==> src/rtl/core/tse_pkg.sv <==
// Shared types, codes and calendar helpers for the calendar time-set editor.
package tse_pkg;

	localparam int NUM_FIELDS = 6;

	// Item kinds carried in the mode field.
	localparam logic [1:0] MODE_TICK = 2'd0;
	localparam logic [1:0] MODE_KEY  = 2'd1;
	localparam logic [1:0] MODE_RTC  = 2'd2;

	// Key numbers.
	localparam logic [2:0] KEY_MODE = 3'd1;
	localparam logic [2:0] KEY_SEL  = 3'd2;
	localparam logic [2:0] KEY_UP   = 3'd3;
	localparam logic [2:0] KEY_DOWN = 3'd4;

	// Field indexes.
	localparam logic [2:0] FLD_YEAR   = 3'd0;
	localparam logic [2:0] FLD_MONTH  = 3'd1;
	localparam logic [2:0] FLD_DAY    = 3'd2;
	localparam logic [2:0] FLD_HOUR   = 3'd3;
	localparam logic [2:0] FLD_MINUTE = 3'd4;
	localparam logic [2:0] FLD_SECOND = 3'd5;

	// Field limits.
	localparam logic [7:0] YEAR_MAX  = 8'd99;
	localparam logic [7:0] MONTH_MAX = 8'd12;
	localparam logic [7:0] HOUR_MAX  = 8'd23;
	localparam logic [7:0] MIN_MAX   = 8'd59;

	localparam logic [15:0] BLINK_RESET = 16'd500;

	// One input word.
	typedef struct packed {
		logic [1:0] mode;
		logic [2:0] key;
		logic [6:0] rtc_year;
		logic [3:0] rtc_month;
		logic [4:0] rtc_day;
		logic [4:0] rtc_hour;
		logic [5:0] rtc_minute;
		logic [5:0] rtc_second;
	} item_t;

	// One result word.
	typedef struct packed {
		logic [6:0] year_out;
		logic [3:0] month_out;
		logic [4:0] day_out;
		logic [4:0] hour_out;
		logic [5:0] minute_out;
		logic [5:0] second_out;
		logic       editing;
		logic [2:0] selected_field;
		logic       blank_selected;
		logic       commit;
	} result_t;

	// Editor state; every time field is held at seven bits.
	typedef struct packed {
		logic [NUM_FIELDS-1:0][6:0] fields;
		logic                       edit_mode;
		logic [2:0]                 field_sel;
		logic [15:0]                tick_count;
		logic                       blink_flag;
	} state_t;

	// Days in a month; every fourth year has a leap February.
	function automatic logic [7:0] month_len(input logic [6:0] year, input logic [6:0] month);
		logic [7:0] len;
		len = 8'd31;
		if (month == 7'd2) begin
			len = (year[1:0] == 2'b00) ? 8'd29 : 8'd28;
		end else if (month == 7'd4 || month == 7'd6 || month == 7'd9 || month == 7'd11) begin
			len = 8'd30;
		end
		return len;
	endfunction

endpackage

==> src/rtl/core/tse_item_if.sv <==
// Input channel interface: valid/ready handshake with the key, tick or RTC word.
interface tse_item_if;
	logic       valid;
	logic       ready;
	logic [1:0] mode;
	logic [2:0] key;
	logic [6:0] rtc_year;
	logic [3:0] rtc_month;
	logic [4:0] rtc_day;
	logic [4:0] rtc_hour;
	logic [5:0] rtc_minute;
	logic [5:0] rtc_second;

	modport source(output valid, mode, key, rtc_year, rtc_month, rtc_day, rtc_hour,
		rtc_minute, rtc_second, input ready);
	modport sink(input valid, mode, key, rtc_year, rtc_month, rtc_day, rtc_hour,
		rtc_minute, rtc_second, output ready);
endinterface

==> src/rtl/core/tse_result_if.sv <==
// Result channel interface: valid/ready handshake with the displayed time and edit status.
interface tse_result_if;
	logic       valid;
	logic       ready;
	logic [6:0] year_out;
	logic [3:0] month_out;
	logic [4:0] day_out;
	logic [4:0] hour_out;
	logic [5:0] minute_out;
	logic [5:0] second_out;
	logic       editing;
	logic [2:0] selected_field;
	logic       blank_selected;
	logic       commit;

	modport source(output valid, year_out, month_out, day_out, hour_out, minute_out,
		second_out, editing, selected_field, blank_selected, commit, input ready);
	modport sink(input valid, year_out, month_out, day_out, hour_out, minute_out,
		second_out, editing, selected_field, blank_selected, commit, output ready);
endinterface

==> src/rtl/core/tse_step.sv <==
// Next-state and result logic for one word of the calendar time-set editor.
module tse_step (
	input  tse_pkg::state_t  cur,
	input  tse_pkg::item_t   itm,
	input  logic [15:0]      blink_period,
	output tse_pkg::state_t  nxt,
	output tse_pkg::result_t res
);

	logic [tse_pkg::NUM_FIELDS-1:0][7:0] up_raw;
	logic [tse_pkg::NUM_FIELDS-1:0][7:0] dn_raw;
	logic [tse_pkg::NUM_FIELDS-1:0][6:0] up_fields;
	logic [tse_pkg::NUM_FIELDS-1:0][6:0] dn_fields;
	logic [7:0]  up_len;
	logic [7:0]  dn_len;
	logic [16:0] tick_inc;
	logic        commit;

	// Step the selected field by one at eight bits so wrap past either end is visible.
	always_comb begin
		for (int i = 0; i < tse_pkg::NUM_FIELDS; i++) begin
			up_raw[i] = {1'b0, cur.fields[i]} + {7'd0, cur.field_sel == 3'(i)};
			dn_raw[i] = {1'b0, cur.fields[i]} - {7'd0, cur.field_sel == 3'(i)};
		end
	end

	// Clean-up after a step up; it applies to every field.
	// A month that wrapped back to January still bounds the day.
	always_comb begin
		up_fields = '0;
		up_fields[tse_pkg::FLD_YEAR] = (up_raw[tse_pkg::FLD_YEAR] > tse_pkg::YEAR_MAX) ?
			7'd0 : up_raw[tse_pkg::FLD_YEAR][6:0];
		up_fields[tse_pkg::FLD_MONTH] = (up_raw[tse_pkg::FLD_MONTH] > tse_pkg::MONTH_MAX) ?
			7'd1 : up_raw[tse_pkg::FLD_MONTH][6:0];
		up_len = tse_pkg::month_len(up_fields[tse_pkg::FLD_YEAR], up_fields[tse_pkg::FLD_MONTH]);
		up_fields[tse_pkg::FLD_DAY] = up_raw[tse_pkg::FLD_DAY][6:0];
		if (up_fields[tse_pkg::FLD_MONTH] != 7'd0 && up_raw[tse_pkg::FLD_DAY] > up_len) begin
			up_fields[tse_pkg::FLD_DAY] = 7'd1;
		end
		up_fields[tse_pkg::FLD_HOUR] = (up_raw[tse_pkg::FLD_HOUR] > tse_pkg::HOUR_MAX) ?
			7'd0 : up_raw[tse_pkg::FLD_HOUR][6:0];
		up_fields[tse_pkg::FLD_MINUTE] = (up_raw[tse_pkg::FLD_MINUTE] > tse_pkg::MIN_MAX) ?
			7'd0 : up_raw[tse_pkg::FLD_MINUTE][6:0];
		up_fields[tse_pkg::FLD_SECOND] = (up_raw[tse_pkg::FLD_SECOND] > tse_pkg::MIN_MAX) ?
			7'd0 : up_raw[tse_pkg::FLD_SECOND][6:0];
	end

	// Clean-up after a step down; bit seven set means the field went below zero.
	always_comb begin
		dn_fields = '0;
		dn_fields[tse_pkg::FLD_YEAR] = dn_raw[tse_pkg::FLD_YEAR][7] ?
			tse_pkg::YEAR_MAX[6:0] : dn_raw[tse_pkg::FLD_YEAR][6:0];
		dn_fields[tse_pkg::FLD_MONTH] =
			(dn_raw[tse_pkg::FLD_MONTH][7] || dn_raw[tse_pkg::FLD_MONTH] == 8'd0) ?
			tse_pkg::MONTH_MAX[6:0] : dn_raw[tse_pkg::FLD_MONTH][6:0];
		dn_len = tse_pkg::month_len(dn_fields[tse_pkg::FLD_YEAR], dn_fields[tse_pkg::FLD_MONTH]);
		dn_fields[tse_pkg::FLD_DAY] = dn_raw[tse_pkg::FLD_DAY][6:0];
		if ({1'b0, dn_fields[tse_pkg::FLD_MONTH]} <= tse_pkg::MONTH_MAX) begin
			if (dn_raw[tse_pkg::FLD_DAY][7] || dn_raw[tse_pkg::FLD_DAY] == 8'd0) begin
				dn_fields[tse_pkg::FLD_DAY] = dn_len[6:0];
			end else if (dn_raw[tse_pkg::FLD_DAY] > dn_len) begin
				dn_fields[tse_pkg::FLD_DAY] = 7'd1;
			end
		end
		dn_fields[tse_pkg::FLD_HOUR] = dn_raw[tse_pkg::FLD_HOUR][7] ?
			tse_pkg::HOUR_MAX[6:0] : dn_raw[tse_pkg::FLD_HOUR][6:0];
		dn_fields[tse_pkg::FLD_MINUTE] = dn_raw[tse_pkg::FLD_MINUTE][7] ?
			tse_pkg::MIN_MAX[6:0] : dn_raw[tse_pkg::FLD_MINUTE][6:0];
		dn_fields[tse_pkg::FLD_SECOND] = dn_raw[tse_pkg::FLD_SECOND][7] ?
			tse_pkg::MIN_MAX[6:0] : dn_raw[tse_pkg::FLD_SECOND][6:0];
	end

	assign tick_inc = {1'b0, cur.tick_count} + 17'd1;

	// Dispatch on the word kind.
	always_comb begin
		nxt = cur;
		commit = 1'b0;
		unique case (itm.mode)
			tse_pkg::MODE_TICK: begin
				if (tick_inc >= {1'b0, blink_period}) begin
					nxt.tick_count = '0;
					nxt.blink_flag = ~cur.blink_flag;
				end else begin
					nxt.tick_count = tick_inc[15:0];
				end
			end
			tse_pkg::MODE_KEY: begin
				if (itm.key == tse_pkg::KEY_MODE) begin
					nxt.edit_mode = ~cur.edit_mode;
					if (!cur.edit_mode) begin
						nxt.field_sel = tse_pkg::FLD_YEAR;
					end else begin
						commit = 1'b1;
					end
				end else if (cur.edit_mode) begin
					unique case (itm.key)
						tse_pkg::KEY_SEL: begin
							nxt.field_sel = (cur.field_sel == tse_pkg::FLD_SECOND) ?
								tse_pkg::FLD_YEAR : cur.field_sel + 3'd1;
						end
						tse_pkg::KEY_UP:   nxt.fields = up_fields;
						tse_pkg::KEY_DOWN: nxt.fields = dn_fields;
						default: ;
					endcase
				end
			end
			tse_pkg::MODE_RTC: begin
				if (!cur.edit_mode) begin
					nxt.fields[tse_pkg::FLD_YEAR]   = itm.rtc_year;
					nxt.fields[tse_pkg::FLD_MONTH]  = {3'd0, itm.rtc_month};
					nxt.fields[tse_pkg::FLD_DAY]    = {2'd0, itm.rtc_day};
					nxt.fields[tse_pkg::FLD_HOUR]   = {2'd0, itm.rtc_hour};
					nxt.fields[tse_pkg::FLD_MINUTE] = {1'b0, itm.rtc_minute};
					nxt.fields[tse_pkg::FLD_SECOND] = {1'b0, itm.rtc_second};
				end
			end
			default: ;
		endcase
	end

	// The result shows the state after the word.
	always_comb begin
		res.year_out       = nxt.fields[tse_pkg::FLD_YEAR];
		res.month_out      = nxt.fields[tse_pkg::FLD_MONTH][3:0];
		res.day_out        = nxt.fields[tse_pkg::FLD_DAY][4:0];
		res.hour_out       = nxt.fields[tse_pkg::FLD_HOUR][4:0];
		res.minute_out     = nxt.fields[tse_pkg::FLD_MINUTE][5:0];
		res.second_out     = nxt.fields[tse_pkg::FLD_SECOND][5:0];
		res.editing        = nxt.edit_mode;
		res.selected_field = nxt.field_sel;
		res.blank_selected = nxt.edit_mode & nxt.blink_flag;
		res.commit         = commit;
	end

endmodule

==> src/rtl/core/calendar_time_set_editor_top.sv <==
// Top level of the calendar time-set editor: input stage, state and result register.
//
// The item channel takes one word per handshake: a millisecond tick, a key press
// (key 1 mode, 2 select, 3 up, 4 down) or a time sample from the real time clock.
// Every accepted word yields exactly one result word on the result channel, in
// order: the six time fields, the edit flag, the selected field, the blank flag
// for blinking the selected field, and a commit strobe on the word that leaves
// edit mode. cfg_we/cfg_wdata write the blink period, in ticks between toggles.
// A word accepted at a clock edge sits in the input register, passes the next-state
// logic and moves into the result register once that register frees up.
// Words go in one per cycle unless the result stalls; the state update is a single
// pass of small compares and adders. The input register and the result register act as a
// two-entry pipeline: when the receiver stalls, the held result stays put, one more
// word waits in the input register, and ready then drops until the result is taken.
// Reset clears the time fields, selects show mode and the year field, clears the
// blink counter and flag, loads a blink period of 500 and empties the pipeline.
module calendar_time_set_editor_top (
	input  logic                clk,
	input  logic                arst_n,
	tse_item_if.sink            item,
	tse_result_if.source        result,
	input  logic                cfg_we,
	input  logic [15:0]         cfg_wdata
);

	tse_pkg::item_t   item_s1;
	logic             valid_s1;
	tse_pkg::state_t  state_q;
	tse_pkg::state_t  state_nxt;
	tse_pkg::result_t res_nxt;
	tse_pkg::result_t res_q;
	logic             res_valid_q;
	logic [15:0]      blink_period_q;
	logic             advance;

	// The result register frees up when empty or being taken.
	assign advance    = !res_valid_q || result.ready;
	assign item.ready = !valid_s1 || advance;

	// Blink period register.
	always_ff @(posedge clk or negedge arst_n) begin
		if (!arst_n) begin
			blink_period_q <= tse_pkg::BLINK_RESET;
		end else if (cfg_we) begin
			blink_period_q <= cfg_wdata;
		end
	end

	// Input stage.
	always_ff @(posedge clk or negedge arst_n) begin
		if (!arst_n) begin
			valid_s1 <= 1'b0;
		end else if (item.ready) begin
			valid_s1 <= item.valid;
		end
	end

	always_ff @(posedge clk) begin
		if (item.valid && item.ready) begin
			item_s1.mode       <= item.mode;
			item_s1.key        <= item.key;
			item_s1.rtc_year   <= item.rtc_year;
			item_s1.rtc_month  <= item.rtc_month;
			item_s1.rtc_day    <= item.rtc_day;
			item_s1.rtc_hour   <= item.rtc_hour;
			item_s1.rtc_minute <= item.rtc_minute;
			item_s1.rtc_second <= item.rtc_second;
		end
	end

	tse_step u_step (
		.cur          (state_q),
		.itm          (item_s1),
		.blink_period (blink_period_q),
		.nxt          (state_nxt),
		.res          (res_nxt)
	);

	// Editor state advances together with the result register.
	always_ff @(posedge clk or negedge arst_n) begin
		if (!arst_n) begin
			state_q     <= '0;
			res_valid_q <= 1'b0;
		end else if (advance) begin
			res_valid_q <= valid_s1;
			if (valid_s1) begin
				state_q <= state_nxt;
			end
		end
	end

	always_ff @(posedge clk) begin
		if (advance && valid_s1) begin
			res_q <= res_nxt;
		end
	end

	// Result channel.
	assign result.valid          = res_valid_q;
	assign result.year_out       = res_q.year_out;
	assign result.month_out      = res_q.month_out;
	assign result.day_out        = res_q.day_out;
	assign result.hour_out       = res_q.hour_out;
	assign result.minute_out     = res_q.minute_out;
	assign result.second_out     = res_q.second_out;
	assign result.editing        = res_q.editing;
	assign result.selected_field = res_q.selected_field;
	assign result.blank_selected = res_q.blank_selected;
	assign result.commit         = res_q.commit;

	// A commit is only issued on the word that leaves edit mode.
	a_commit_leaves_edit: assert property (@(posedge clk) disable iff (!arst_n)
		res_valid_q && res_q.commit |-> !res_q.editing)
		else $error("commit raised while still editing");

	// The blank flag is only shown while editing.
	a_blank_needs_edit: assert property (@(posedge clk) disable iff (!arst_n)
		res_valid_q && res_q.blank_selected |-> res_q.editing)
		else $error("blank flag set outside edit mode");

	// The selected field never leaves the year..second range.
	a_sel_range: assert property (@(posedge clk) disable iff (!arst_n)
		state_q.field_sel <= tse_pkg::FLD_SECOND)
		else $error("selected field out of range");

	// A stalled result freezes the editor state.
	a_stall_holds_state: assert property (@(posedge clk) disable iff (!arst_n)
		res_valid_q && !result.ready |=> $stable(state_q))
		else $error("state changed while the result was stalled");

	// The held result matches the state it came from.
	a_result_tracks_state: assert property (@(posedge clk) disable iff (!arst_n)
		res_valid_q |-> res_q.editing == state_q.edit_mode
			&& res_q.selected_field == state_q.field_sel)
		else $error("result word out of step with editor state");

endmodule
==> src/flat_wrapper.sv <==
// flat-port wrapper written by rule: the top's interface ports become plain ports
module calendar_time_set_editor_top_flat 
  (clk, arst_n, cfg_we, cfg_wdata, item_valid, item_mode, item_key, item_rtc_year, item_rtc_month, item_rtc_day, item_rtc_hour, item_rtc_minute, item_rtc_second, item_ready, result_valid, result_year_out, result_month_out, result_day_out, result_hour_out, result_minute_out, result_second_out, result_editing, result_selected_field, result_blank_selected, result_commit, result_ready);
  tse_item_if item_i ();
  tse_result_if result_i ();
  input  logic clk;
  input  logic arst_n;
  input  logic cfg_we;
  input  logic [15:0] cfg_wdata;
  input wire logic [$bits(item_i.valid)-1:0] item_valid;
  input wire logic [$bits(item_i.mode)-1:0] item_mode;
  input wire logic [$bits(item_i.key)-1:0] item_key;
  input wire logic [$bits(item_i.rtc_year)-1:0] item_rtc_year;
  input wire logic [$bits(item_i.rtc_month)-1:0] item_rtc_month;
  input wire logic [$bits(item_i.rtc_day)-1:0] item_rtc_day;
  input wire logic [$bits(item_i.rtc_hour)-1:0] item_rtc_hour;
  input wire logic [$bits(item_i.rtc_minute)-1:0] item_rtc_minute;
  input wire logic [$bits(item_i.rtc_second)-1:0] item_rtc_second;
  output wire logic [$bits(item_i.ready)-1:0] item_ready;
  output wire logic [$bits(result_i.valid)-1:0] result_valid;
  output wire logic [$bits(result_i.year_out)-1:0] result_year_out;
  output wire logic [$bits(result_i.month_out)-1:0] result_month_out;
  output wire logic [$bits(result_i.day_out)-1:0] result_day_out;
  output wire logic [$bits(result_i.hour_out)-1:0] result_hour_out;
  output wire logic [$bits(result_i.minute_out)-1:0] result_minute_out;
  output wire logic [$bits(result_i.second_out)-1:0] result_second_out;
  output wire logic [$bits(result_i.editing)-1:0] result_editing;
  output wire logic [$bits(result_i.selected_field)-1:0] result_selected_field;
  output wire logic [$bits(result_i.blank_selected)-1:0] result_blank_selected;
  output wire logic [$bits(result_i.commit)-1:0] result_commit;
  input wire logic [$bits(result_i.ready)-1:0] result_ready;
  assign item_i.valid = item_valid;
  assign item_i.mode = item_mode;
  assign item_i.key = item_key;
  assign item_i.rtc_year = item_rtc_year;
  assign item_i.rtc_month = item_rtc_month;
  assign item_i.rtc_day = item_rtc_day;
  assign item_i.rtc_hour = item_rtc_hour;
  assign item_i.rtc_minute = item_rtc_minute;
  assign item_i.rtc_second = item_rtc_second;
  assign item_ready = item_i.ready;
  assign result_valid = result_i.valid;
  assign result_year_out = result_i.year_out;
  assign result_month_out = result_i.month_out;
  assign result_day_out = result_i.day_out;
  assign result_hour_out = result_i.hour_out;
  assign result_minute_out = result_i.minute_out;
  assign result_second_out = result_i.second_out;
  assign result_editing = result_i.editing;
  assign result_selected_field = result_i.selected_field;
  assign result_blank_selected = result_i.blank_selected;
  assign result_commit = result_i.commit;
  assign result_i.ready = result_ready;
  calendar_time_set_editor_top u_core (.clk(clk), .arst_n(arst_n), .item(item_i), .result(result_i), .cfg_we(cfg_we), .cfg_wdata(cfg_wdata));
endmodule
==> config.mk <==
export PLATFORM = sky130hd
export DESIGN_NAME = calendar_time_set_editor_top_flat
export DESIGN_NICKNAME = d
export VERILOG_FILES = /design/src/rtl/core/tse_pkg.sv /design/src/rtl/core/tse_item_if.sv /design/src/rtl/core/tse_result_if.sv /design/src/rtl/core/tse_step.sv /design/src/rtl/core/calendar_time_set_editor_top.sv /design/src/flat_wrapper.sv
export SDC_FILE = /design/constraint.sdc
export NUM_CORES = 1
export LEC_CHECK = 0
export ABC_AREA = 1
export BUFFER_PORTS_ARGS = -buffer_cell sky130_fd_sc_hd__buf_2
export CAP_MARGIN = 20
export CELL_PAD_IN_SITES_DETAIL_PLACEMENT = 0
export CELL_PAD_IN_SITES_GLOBAL_PLACEMENT = 2
export CORE_MARGIN = 5
export CORE_UTILIZATION = 36
export CTS_CLUSTER_DIAMETER = 120
export DETAILED_ROUTE_END_ITERATION = 8
export PLACE_DENSITY = 0.85
export SYNTH_ARGS = -nofsm -noshare
export SYNTH_HDL_FRONTEND = slang
export SYNTH_SLANG_ARGS = --single-unit
export TNS_END_PERCENT = 1
==> constraint.sdc <==
create_clock -name clk -period 4.55 [get_ports clk]
set_input_delay 0.2275 -clock clk [delete_from_list [all_inputs] [get_ports clk]]
set_output_delay 0.2275 -clock clk [all_outputs]
set_load 0.05 [all_outputs]
## Yosys cells after proc, flatten, opt, wreduce, memory -nomap -nowiden

Index checks and enable logic that the tools add are counted.

- Bits in registers: 158
- Bits of input ports: 59
- Output and inout bits: 41
- Word-level logic and storage cells: 150

- $add $sub $neg: 14
- Order comparisons: 9
- Equal/unequal tests: 25
- Multiplexer cells: 36
- Bitwise operators: 3
- Reductions and logical operators: 27

Operator list:

| operator | number |
|---|---|
| $pmux 42 s2 | 2 |
| $mux 42 | 3 |
| $mux 7 | 14 |
| $add 7x1->8 | 6 |
| $sub 7x1->8 | 6 |
| $eq 7x3->1 const B | 4 |
| $eq 7x4->1 const B | 4 |
| $add 16x1->17 const B | 1 |
| $ge 17x16->1 | 1 |
| $gt 8x6->1 const B | 2 |
| $gt 8x8->1 | 2 |
| $logic_not 8->1 | 2 |
| $mux 16 | 1 |
| $mux 3 | 5 |
| $eq 7x2->1 const B | 2 |
| $eq 3x2->1 const B | 4 |
| $logic_or 1x1->1 | 10 |
| $eq 3x3->1 const B | 3 |
| $gt 8x4->1 const B | 1 |
| $gt 8x5->1 const B | 1 |
| $gt 8x7->1 const B | 1 |
| $mux 1 | 8 |
| $le 7x4->1 const B | 1 |
| $reduce_and 7->1 | 1 |
| 19 further kinds | 29 |

## Logic depth before layout (Yosys ltp)

Gate-level depths: netlist of the first run.

- Depth after elaboration: 19
- Depth in mapped cells: 32
- Depth with buffers taken out: 32

## By module

From an unflattened synthesis of the first run, not the netlist that was laid out.

- Cells, all modules: 1438
- Area total of the unflattened synthesis: 11058.1 um2

By module, submodules not included:

| module | instances | cells each | area each (um2) | seq. area each (um2) |
|---|---|---|---|---|
| calendar_time_set_editor_top | 1 | 428 | 5544.1 | 4346.7 |
| tse_step | 1 | 1010 | 5514.0 | 0.0 |

## Worst setup path before layout of the first run

OpenSTA, ideal clock, no wires.

- Path type: register to register
- Start: register u_core.state_q[18] (netlist bit)
- End: register u_core.res_q (netlist bit u_core.result.day_out[2]) (data pin)
- Setup time: 0.276 ns
- Arrival time: 3.249 ns
- Required time: 4.274 ns
- Slack: 1.025 ns
- Stages on the path, launching flop included: 29
- Path buffers: 0
- Period minus slack after synthesis: 3.525 ns
- Cells stage by stage: dfrtp_1 inv_1 nand2_1 nor2_1 ha_1 ha_1 inv_1 nor2_1 nand2_1 o31ai_1 nor2_4 nand2_1 inv_1 nand2_1 nand2_1 inv_1 ha_1 nand2_1 nand2_1 nor3_1 nand2_1 nand2_1 inv_1 a21oi_1 nand2_1 nand3_1 nand3_1 nand2_1 a22oi_1

RTL lines:

| what | line | RTL |
|---|---|---|
| from (decl) | calendar_time_set_editor_top.sv:28 | `tse_pkg::state_t state_q;` |
| from (signal assigned) | calendar_time_set_editor_top.sv:87 | `state_q <= state_nxt;` |
| to (signal assigned) | calendar_time_set_editor_top.sv:94 | `res_q <= res_nxt;` |
| to (decl) | calendar_time_set_editor_top.sv:31 | `tse_pkg::result_t res_q;` |

==> results of run 1 <==
-- worst min path at each step --
stage | slack (ns) | end | startpoint
2_1_floorplan | -0.07 | u_core.blink_period_q[0] | arst_n
3_3_place_gp | 0.38 | u_core.blink_period_q[14] | arst_n
3_5_place_dp | 0.38 | u_core.blink_period_q[14] | arst_n
4_1_cts | 0.003 | u_core.blink_period_q[4] | cfg_wdata[4]
5_1_grt | 0.008 | u_core.item_s1[8] | item_rtc_minute[2]
6_report | 0.02 | u_core.item_s1[8] | item_rtc_minute[2]
-- logic make-up (layout without fill, tap and decap cells) --
kind of cell	count (synthesis)	count (layout)
and+or+nand+nor	485	485
xor gates and xnor gates	44	44
DFF	158	158
muxes	2	2
buffers and inverters	239	378
adders and majority gates	49	49
AOI/OAI and AO/OA	284	284
-- cells in the final DEF, fill, tap and decap left out, types with 3 or more instances in the layout --
| cell | instances |
|---|---|
| dfrtp_1 | 74 |
| dlygate4sd3_1 | 53 |
| buf_2 | 98 |
| nor2_4 | 4 |
| nand3_1 | 78 |
| dfstp_2 | 6 |
| o22ai_1 | 19 |
| edfxtp_1 | 77 |
| or2_2 | 3 |
| nor4_1 | 6 |
| xor2_1 | 39 |
| a21oi_1 | 57 |
| nand2_1 | 229 |
| xnor2_1 | 5 |
| o21ai_0 | 88 |
| o31ai_1 | 9 |
| nor2_1 | 96 |
| nor3_4 | 3 |
| o21ai_1 | 11 |
| buf_4 | 13 |
| clkbuf_16 | 17 |
| a31oi_1 | 23 |
| inv_6 | 4 |
| inv_8 | 6 |
| a21o_1 | 3 |
| o221ai_1 | 3 |
| ha_1 | 48 |
| nand4_1 | 33 |
| inv_2 | 11 |
| o211ai_1 | 42 |
| inv_1 | 167 |
| a22oi_1 | 7 |
| clkinv_1 | 4 |
| nor2_2 | 4 |
| nor3_1 | 23 |
| o21a_1 | 10 |
-- flip-flops by register name, summed over array words and instances, names as in the netlist --
register	count
u_core.item_s1	38
u_core.result.second_out	6
u_core.result.editing	1
u_core.result.year_out	7
u_core.result.selected_field	3
u_core.result.day_out	5
u_core.result.hour_out	5
u_core.result.valid	1
u_core.result.minute_out	6
u_core.blink_period_q	16
u_core.state_q	63
u_core.result.commit	1
u_core.result.month_out	4
u_core.valid_s1	1
u_core.result.blank_selected	1
-- per-layer routing --
metal | global-route usage (%) | part of all wire [%]
met5 | 0 | 0
met4 | 5.80 | 1.9
met3 | 2.50 | 4.5
met2 | 30.5 | 46
met1 | 26.6 | 48
-- per-stage QoR --
| step | area [sq um] | hold slack (ns) | total power [uW] | std cells | utilization, % |
|---|---|---|---|---|---|
| after CTS | 12100 | 0.00311 | 6560 | 1778 | 43.4 |
| after global routing | 12100 | 0.00784 | 7050 | 1778 | 43.4 |
| after detailed placement | 11000 | 0.378 | 5070 | 1693 | 39.5 |
| final | 12100 | 0.0180 | 6530 | 1778 | 43.4 |
| after global placement | 11000 | 0.375 | 5070 | 1693 | 39.5 |
| after floorplan | 10200 | -0.0681 | 4330 | 1261 | - |
-- where the power goes --
group,switching [uW],total [uW],leakage [uW],internal (uW)
registers,358,2230,0.00173,1880
logic,1930,2860,0.00331,926
clock network,701,1430,0.000288,734
-- layout make-up --
| type | instances | share of cell area, % |
|---|---|---|
| tap | 378 | 3.91 |
| timing repair buffer | 164 | 9.25 |
| sequential | 158 | 35.9 |
| clock buffer | 17 | 3.52 |
| clock inverter | 15 | 1.20 |
| inverter | 182 | 5.65 |
| multi-input combinational | 864 | 40.5 |
==> impl_metrics.ini, run 1 <==
[global_routing]
grt_pass1_wl_um = 47300
grt.total_usage_pct = 18.9
grt_max_degree = 69
antenna_found_initial = 0
overflow = 0
grt_pass1_vias = 8925

[clocking]
insertion_delay_ns = 0.44
cts_setup_buffers = 0
cts-hold-fix-buffers = 53
path_clk_slew_ns = 0.07
cts_root_buffer = clkbuf_16
numCtsBuffers = 17
htreeDepth = 4
cts_tree = yes
cts_num_sinks = 158
cts_resized = 0
clockBufferDepth = 2

[cells_and_area]
drive_above_1_share_pct = 13.2
diodes = 0
multi_input_area_sq_mm = 0.00490
area.growth.synth_to_final_pct = 19.0
fill_cells = 2761
regArea_sq_mm = 0.00435
nNetsFinal = 1495

[synth]
synthAdderAreaFrac_pct = 6.03
synth-edff-count = 77
yosys.area_share.simple_pct = 21.1
synth_area_sq_mm = 0.0102
yosys.area_share.xor_xnor_pct = 3.79
synth.area.top_cells = edfxtp_1 23%, dfrtp_1 18%, nand2_1 8.5%
synth.most_common_cell = nand2_1
avgSynthCellArea_sq_um = 8.06
yosys_warnings = 0
ys_seq_elements = 158
synth_top_area_share_pct = 22.8
synth_mux_area_share_pct = 0.209
syn_inst = 1261
synth_commonest_cells = 229 x nand2_1, 168 x inv_1, 97 x nor2_1, 88 x o21ai_0, 78 x nand3_1
synth_top_flop_cell = edfxtp_1
async_flop_share_pct = 51.3
yosysUniqueCellTypes = 47
synth_compound_area_share_pct = 17.0
seq_area_frac_synth_pct = 42.8
synth.largest_area_cell = edfxtp_1
synth_top_family_by_area = simple AND/OR/NAND/NOR gates
synth_nets = 1369

[timing]
finalSetupViolCount = 0
fin_worst_skew_ns = 0.0156
slew_viol_final = 0
finalHoldViolCount = 0
min_period_ns = 4.05
max_freq_mhz = 247
period_share_pct = 89.0
slew_headroom_pct = 34.1
worst_slew_pin_slew_ns = 0.987
rsz0062_at_grt = no
final.setup.tns_ns = 0
final.setup.worst_slack_ns = 0.500

[die]
die_h_um = 178
die_x_um = 178
initial_utilization_pct = 36.5
core-area_sq_mm = 0.0279
io-pin-count = 100
row_count = 61
dieArea_sq_mm = 0.0317

[worst_hold_path]
min_path_cells = 1
min_path_type = in2reg

[worst_setup_path]
reg2regPathDepth = 28
slowest_delay_ns = 0.47
crit_start = u_core.state_q[18]
crit_slowest_cell = o31ai_1
cp_num_buf_inv = 5
critPathRequiredTime_ns = 4.72
r2r_start = u_core.state_q[18]
critical_path_arrival_ns = 4.22
critPathMaxFanout = 6
setup.worst_path.end = u_core.result.day_out[2]
startpoint_type = flip-flop
critPathKind = reg2reg
path_depth = 28
path_delay_family = simple AND/OR/NAND/NOR gates
cpMostUsedCell = nand2_1
r2r-end = u_core.result.day_out[2]
worst_setup_path_end_kind = flip-flop
rrSetupSlack_ns = 0.50

[routing]
viasPerCell = 5.14
ant_nets = 0
drt_first_pass_iters = 5
wl_per_cell_um = 16.5
drtIter0Drc = 724
wl_um = 29300
drcViolationCount = 0
vias = 9134

[placed_design]
hpwl_um = 20000
place.gp.congestion = 0.874
place_ws_ns = 0.552
io_buffer_count = 99

[power]
p_leak_uw = 0.00532
power.density_mw_per_mm2 = 539
vdd_drop_max_uv = 206

[flow_run]
drv_cap = 0

[status]
status = completed
(Power assumes the default switching activity.)
==> inputs of run 2 (changes only) <==
--- a/config.mk
+++ b/config.mk
@@ -8,13 +8,11 @@
 export ABC_AREA = 1
 export BUFFER_PORTS_ARGS = -buffer_cell sky130_fd_sc_hd__buf_2
 export CAP_MARGIN = 20
-export CELL_PAD_IN_SITES_DETAIL_PLACEMENT = 0
-export CELL_PAD_IN_SITES_GLOBAL_PLACEMENT = 2
 export CORE_MARGIN = 5
-export CORE_UTILIZATION = 36
+export CORE_UTILIZATION = 60
 export CTS_CLUSTER_DIAMETER = 120
 export DETAILED_ROUTE_END_ITERATION = 8
-export PLACE_DENSITY = 0.85
+export PLACE_DENSITY = 0.91
 export SYNTH_ARGS = -nofsm -noshare
 export SYNTH_HDL_FRONTEND = slang
 export SYNTH_SLANG_ARGS = --single-unit
==> impl_metrics.ini, run 2 (synthesis gave the netlist of run 1 again) <==
[clocking]
cts_num_sinks = 158
cts_root_buffer = clkbuf_16
numCtsBuffers = 17
cts_setup_buffers = 0
insertion_delay_ns = 0.44
path_clk_slew_ns = 0.07
clockBufferDepth = 2
cts_tree = yes
htreeDepth = 4

[worst_setup_path]
path_delay_family = simple AND/OR/NAND/NOR gates
cp_num_buf_inv = 5
worst_setup_path_end_kind = flip-flop
critPathRequiredTime_ns = 4.70
startpoint_type = flip-flop
cpMostUsedCell = nand2_1
critPathMaxFanout = 6
slowest_delay_ns = 0.42
critPathKind = reg2reg
crit_slowest_cell = dfrtp_1
critical_path_arrival_ns = 4.28

[global_routing]
antenna_found_initial = 0
grt_pass1_wl_um = 45700
grt.total_usage_pct = 28.6
gr-usage-met3_pct = 6.54
met1_usage_pct = 36.0
grt_pass1_vias = 9510
grt_max_degree = 69
busiest_layer = met2
globalRouteMet2Util_pct = 47.5
overflow = 0

[timing]
final.setup.worst_slack_ns = 0.429
slew_viol_final = 0
min_period_ns = 4.12
period_share_pct = 90.6
rsz0062_at_grt = no
holdWs_ns = 0.0129
finalSetupViolCount = 0
worst_slew_pin_slew_ns = 0.887
max_freq_mhz = 243
final.setup.tns_ns = 0
slew_headroom_pct = 40.9
fin_worst_skew_ns = 0.0103
finalHoldViolCount = 0

[cells_and_area]
regArea_sq_mm = 0.00435
nNetsFinal = 1492
reg_top3 = u_core.state_q: 63 flops, u_core.item_s1: 38 flops, u_core.blink_period_q: 16 flops
layout_common_cells = 229 x nand2_1, 167 x inv_1, 98 x buf_2
final_common_cell = nand2_1
largest_reg_flops = 63
top_register = u_core.state_q
multi_input_area_sq_mm = 0.00491
area.growth.synth_to_final_pct = 17.1
drive_above_1_share_pct = 13.2
fill_cells = 1197
layout.cells.non_filler = 1617
diodes = 0

[die]
row_count = 47
die_x_um = 140
dieArea_sq_mm = 0.0196
core-area_sq_mm = 0.0166
io-pin-count = 100
die_h_um = 140
initial_utilization_pct = 61.3

[power]
p_leak_uw = 0.00532
vdd_drop_max_uv = 340
total_power_uw = 6640
power.density_mw_per_mm2 = 558

[placed_design]
place_ws_ns = 0.537
hpwl_um = 18300
place.gp.congestion = 0.975
post-place-cells = 1535
io_buffer_count = 99

[routing]
wl_per_cell_um = 17.5
drtIter0Drc = 1201
viasPerCell = 6.08
drt_first_pass_iters = 6
ant_nets = 0
vias = 9827
drcViolationCount = 0
wl_um = 28300

[status]
status = completed

[worst_hold_path]
min_path_type = in2reg

[flow_run]
drv_cap = 0
==> run 2: worst paths after layout <==
kind	startpoint	endpoint	slack [ns]	depth (start not counted)
setup / recovery	u_core.state_q[18]	u_core.result.day_out[3]	0.43	29
hold / removal	result_ready	u_core.result.valid	0.01	2
setup reg to reg	u_core.state_q[18]	u_core.result.day_out[3]	0.43	29
hold reg to reg	u_core.blink_period_q[5]	u_core.blink_period_q[5]	0.52	2
max in group asynchronous	arst_n	u_core.state_q[34]	3.22	3
min in group asynchronous	arst_n	u_core.blink_period_q[12]	0.29	2
==> run 2: layer usage <==
metal  wire (um)  share of wire (%)  up-vias
met5           0                  0        -
met2       13800                 49      571
li1            -                  -     4556
met1       11200                 40     4621
met4         834                2.9        0
met3        2500                8.8       79
==> run 2: per-stage QoR <==
stage	area (sq um)	util [%]
global route	11900	71.8
global placement	10800	65.1
detailed placement	10800	65.1
finish	11900	71.8
CTS	11900	71.7
floorplan	10200	-
==> run 2: timing repair <==
item                       in CTS  in global routing
setup endpoints to repair       0                  3
resized for setup               0                  1
hold buffers                   50                  0
hold endpoints to repair       75                  0
==> run 2: layout make-up <==
type | count | area share [%]
Multi-Input combinational cell | 864 | 41.3
Sequential cell | 158 | 36.5
Timing Repair Buffer | 161 | 9.15
Inverter | 182 | 5.74
Clock buffer | 17 | 3.57
Tap cell | 220 | 2.31
Clock inverter | 15 | 1.45
==> run 2: power breakdown <==
part           switching, uW  internal, uW
sequential               360          1880
combinational           2000           931
clock                    642           826
total                   3000          3630
==> inputs of run 3 (changes only) <==
--- a/config.mk
+++ b/config.mk
@@ -12,6 +12,7 @@
 export CORE_UTILIZATION = 60
 export CTS_CLUSTER_DIAMETER = 120
 export DETAILED_ROUTE_END_ITERATION = 8
+export MAX_ROUTING_LAYER = met4
 export PLACE_DENSITY = 0.91
 export SYNTH_ARGS = -nofsm -noshare
 export SYNTH_HDL_FRONTEND = slang
==> impl_metrics.ini, run 3 (synthesis gave the netlist of run 1 again) <==
[routing]
drt_first_pass_iters = 7
ant_nets = 0
vias = 9734
drtIter0Drc = 1102
viasPerCell = 6.03
drcViolationCount = 0
wl_um = 28100
wl_per_cell_um = 17.4

[timing]
rsz0062_at_grt = no
finalHoldViolCount = 0
final.setup.tns_ns = 0
slew_headroom_pct = 40.3
period_share_pct = 90.2
finalSetupViolCount = 0
slew_viol_final = 0
min_period_ns = 4.10
fin_worst_skew_ns = 0.0109
worst_slew_pin_slew_ns = 0.895
final.setup.worst_slack_ns = 0.445
max_freq_mhz = 244

[clocking]
numCtsBuffers = 17
cts_num_sinks = 158
insertion_delay_ns = 0.44
cts_tree = yes
cts_root_buffer = clkbuf_16
cts_resized = 0
clockBufferDepth = 2
path_clk_slew_ns = 0.07
htreeDepth = 4

[placed_design]
place.gp.congestion = 0.990
place_area_sq_mm = 0.0108
io_buffer_count = 99
hpwl_um = 18100
place_ws_ns = 0.545
post-place-cells = 1534

[cells_and_area]
reg_top3 = u_core.state_q: 63 flops, u_core.item_s1: 38 flops, u_core.blink_period_q: 16 flops
diodes = 0
final_common_cell = nand2_1
layout_common_cells = 229 x nand2_1, 167 x inv_1, 98 x buf_2
postLayoutCoreUtil_pct = 71.6
nNetsFinal = 1490
top_register = u_core.state_q
design_area_sq_mm = 0.0119
layout.cells.non_filler = 1615
area.growth.synth_to_final_pct = 16.8
drive_above_1_share_pct = 13.0
largest_reg_flops = 63

[worst_setup_path]
reg2regPathDepth = 28
critPathKind = reg2reg
setup.worst_path.end = u_core.result.day_out[2]
startpoint_type = flip-flop
critPathMaxFanout = 6
rrSetupSlack_ns = 0.45
crit_slowest_cell = o31ai_1
critical_path_arrival_ns = 4.26
slowest_delay_ns = 0.49
cpMostUsedCell = nand2_1
crit_start = u_core.state_q[18]
r2r-end = u_core.result.day_out[2]
worst_setup_path_end_kind = flip-flop
r2r_start = u_core.state_q[18]
critPathRequiredTime_ns = 4.71

[global_routing]
grt_max_degree = 69
overflow = 0
grt_pass1_vias = 9738
grt_pass1_wl_um = 46600
grt.total_usage_pct = 29.8
antenna_found_initial = 0

[die]
dieArea_sq_mm = 0.0196
core-area_sq_mm = 0.0166
die_x_um = 140
initial_utilization_pct = 61.3
io-pin-count = 100
row_count = 47
die_h_um = 140

[flow_run]
drv_cap = 0

[power]
p_leak_uw = 0.00530
vdd_drop_max_uv = 376
power.density_mw_per_mm2 = 556

[status]
status = completed

[worst_hold_path]
min_path_type = in2reg
==> run 3: changes by cell type in the layout (fill, tap and decap cells not counted), sizes merged <==
cell,change
dlygate4sd3,-1
buf,-1
clkinvlp,-1
clkinv,-1
inv,+3
bufinv,-1
==> run 3: power by group <==
part / switching, uW / internal (uW)
clock: 671 / 783
sequential: 360 / 1880
combinational: 1980 / 931
==> run 3: worst min path at each step <==
stage	startpoint	to	slack [ns]	depth (start not counted)
CTS	cfg_wdata[9]	u_core.blink_period_q[9]	0.002	3
global placement	arst_n	u_core.blink_period_q[12]	0.21	1
floorplan	arst_n	u_core.blink_period_q[0]	-0.07	0
finish	cfg_wdata[4]	u_core.blink_period_q[4]	0.003	3
global route	cfg_wdata[9]	u_core.blink_period_q[9]	0.01	3
detailed placement	arst_n	u_core.blink_period_q[12]	0.21	1
==> run 3: critical path: cells and delay by family, from the launching register on <==
| family | cells | cell delay, ns |
|---|---|---|
| buf+inv | 5 | 0.32 |
| fa+ha+maj | 3 | 0.70 |
| compound gates | 3 | 0.69 |
| simple gates | 17 | 1.68 |
| flops | 1 | 0.42 |
==> run 3: cell type report <==
type | instances | area, sq um
clock buffer | 17 | 425
clock inverter | 15 | 166
fill | 1204 | 4710
inverter | 182 | 683
multi-input combinational | 864 | 4900
sequential | 158 | 4350
tap | 220 | 275
timing repair buffer | 159 | 1070
==> run 3: per-stage QoR <==
step | hold slack [ns] | total power (uW)
6_report | 0.00311 | 6600
4_1_cts | 0.00212 | 6510
3_5_place_dp | 0.208 | 5010
3_3_place_gp | 0.207 | 4890
5_1_grt | 0.0116 | 7060
2_1_floorplan | -0.0681 | 4330
==> run 3: routing by layer <==
| layer | GRT usage (%) | wire, um | up-vias |
|---|---|---|---|
| met5 | - | 0 | - |
| met1 | 37.0 | 11100 | 4584 |
| li1 | - | - | 4555 |
| met2 | 48.1 | 13800 | 526 |
| met4 | 11.9 | 759 | 0 |
| met3 | 5.96 | 2470 | 69 |
==> run 3: what timing repair did <==
action,CTS,global route
hold buffers,49,0
hold endpoints to repair,75,0
setup buffers,0,0
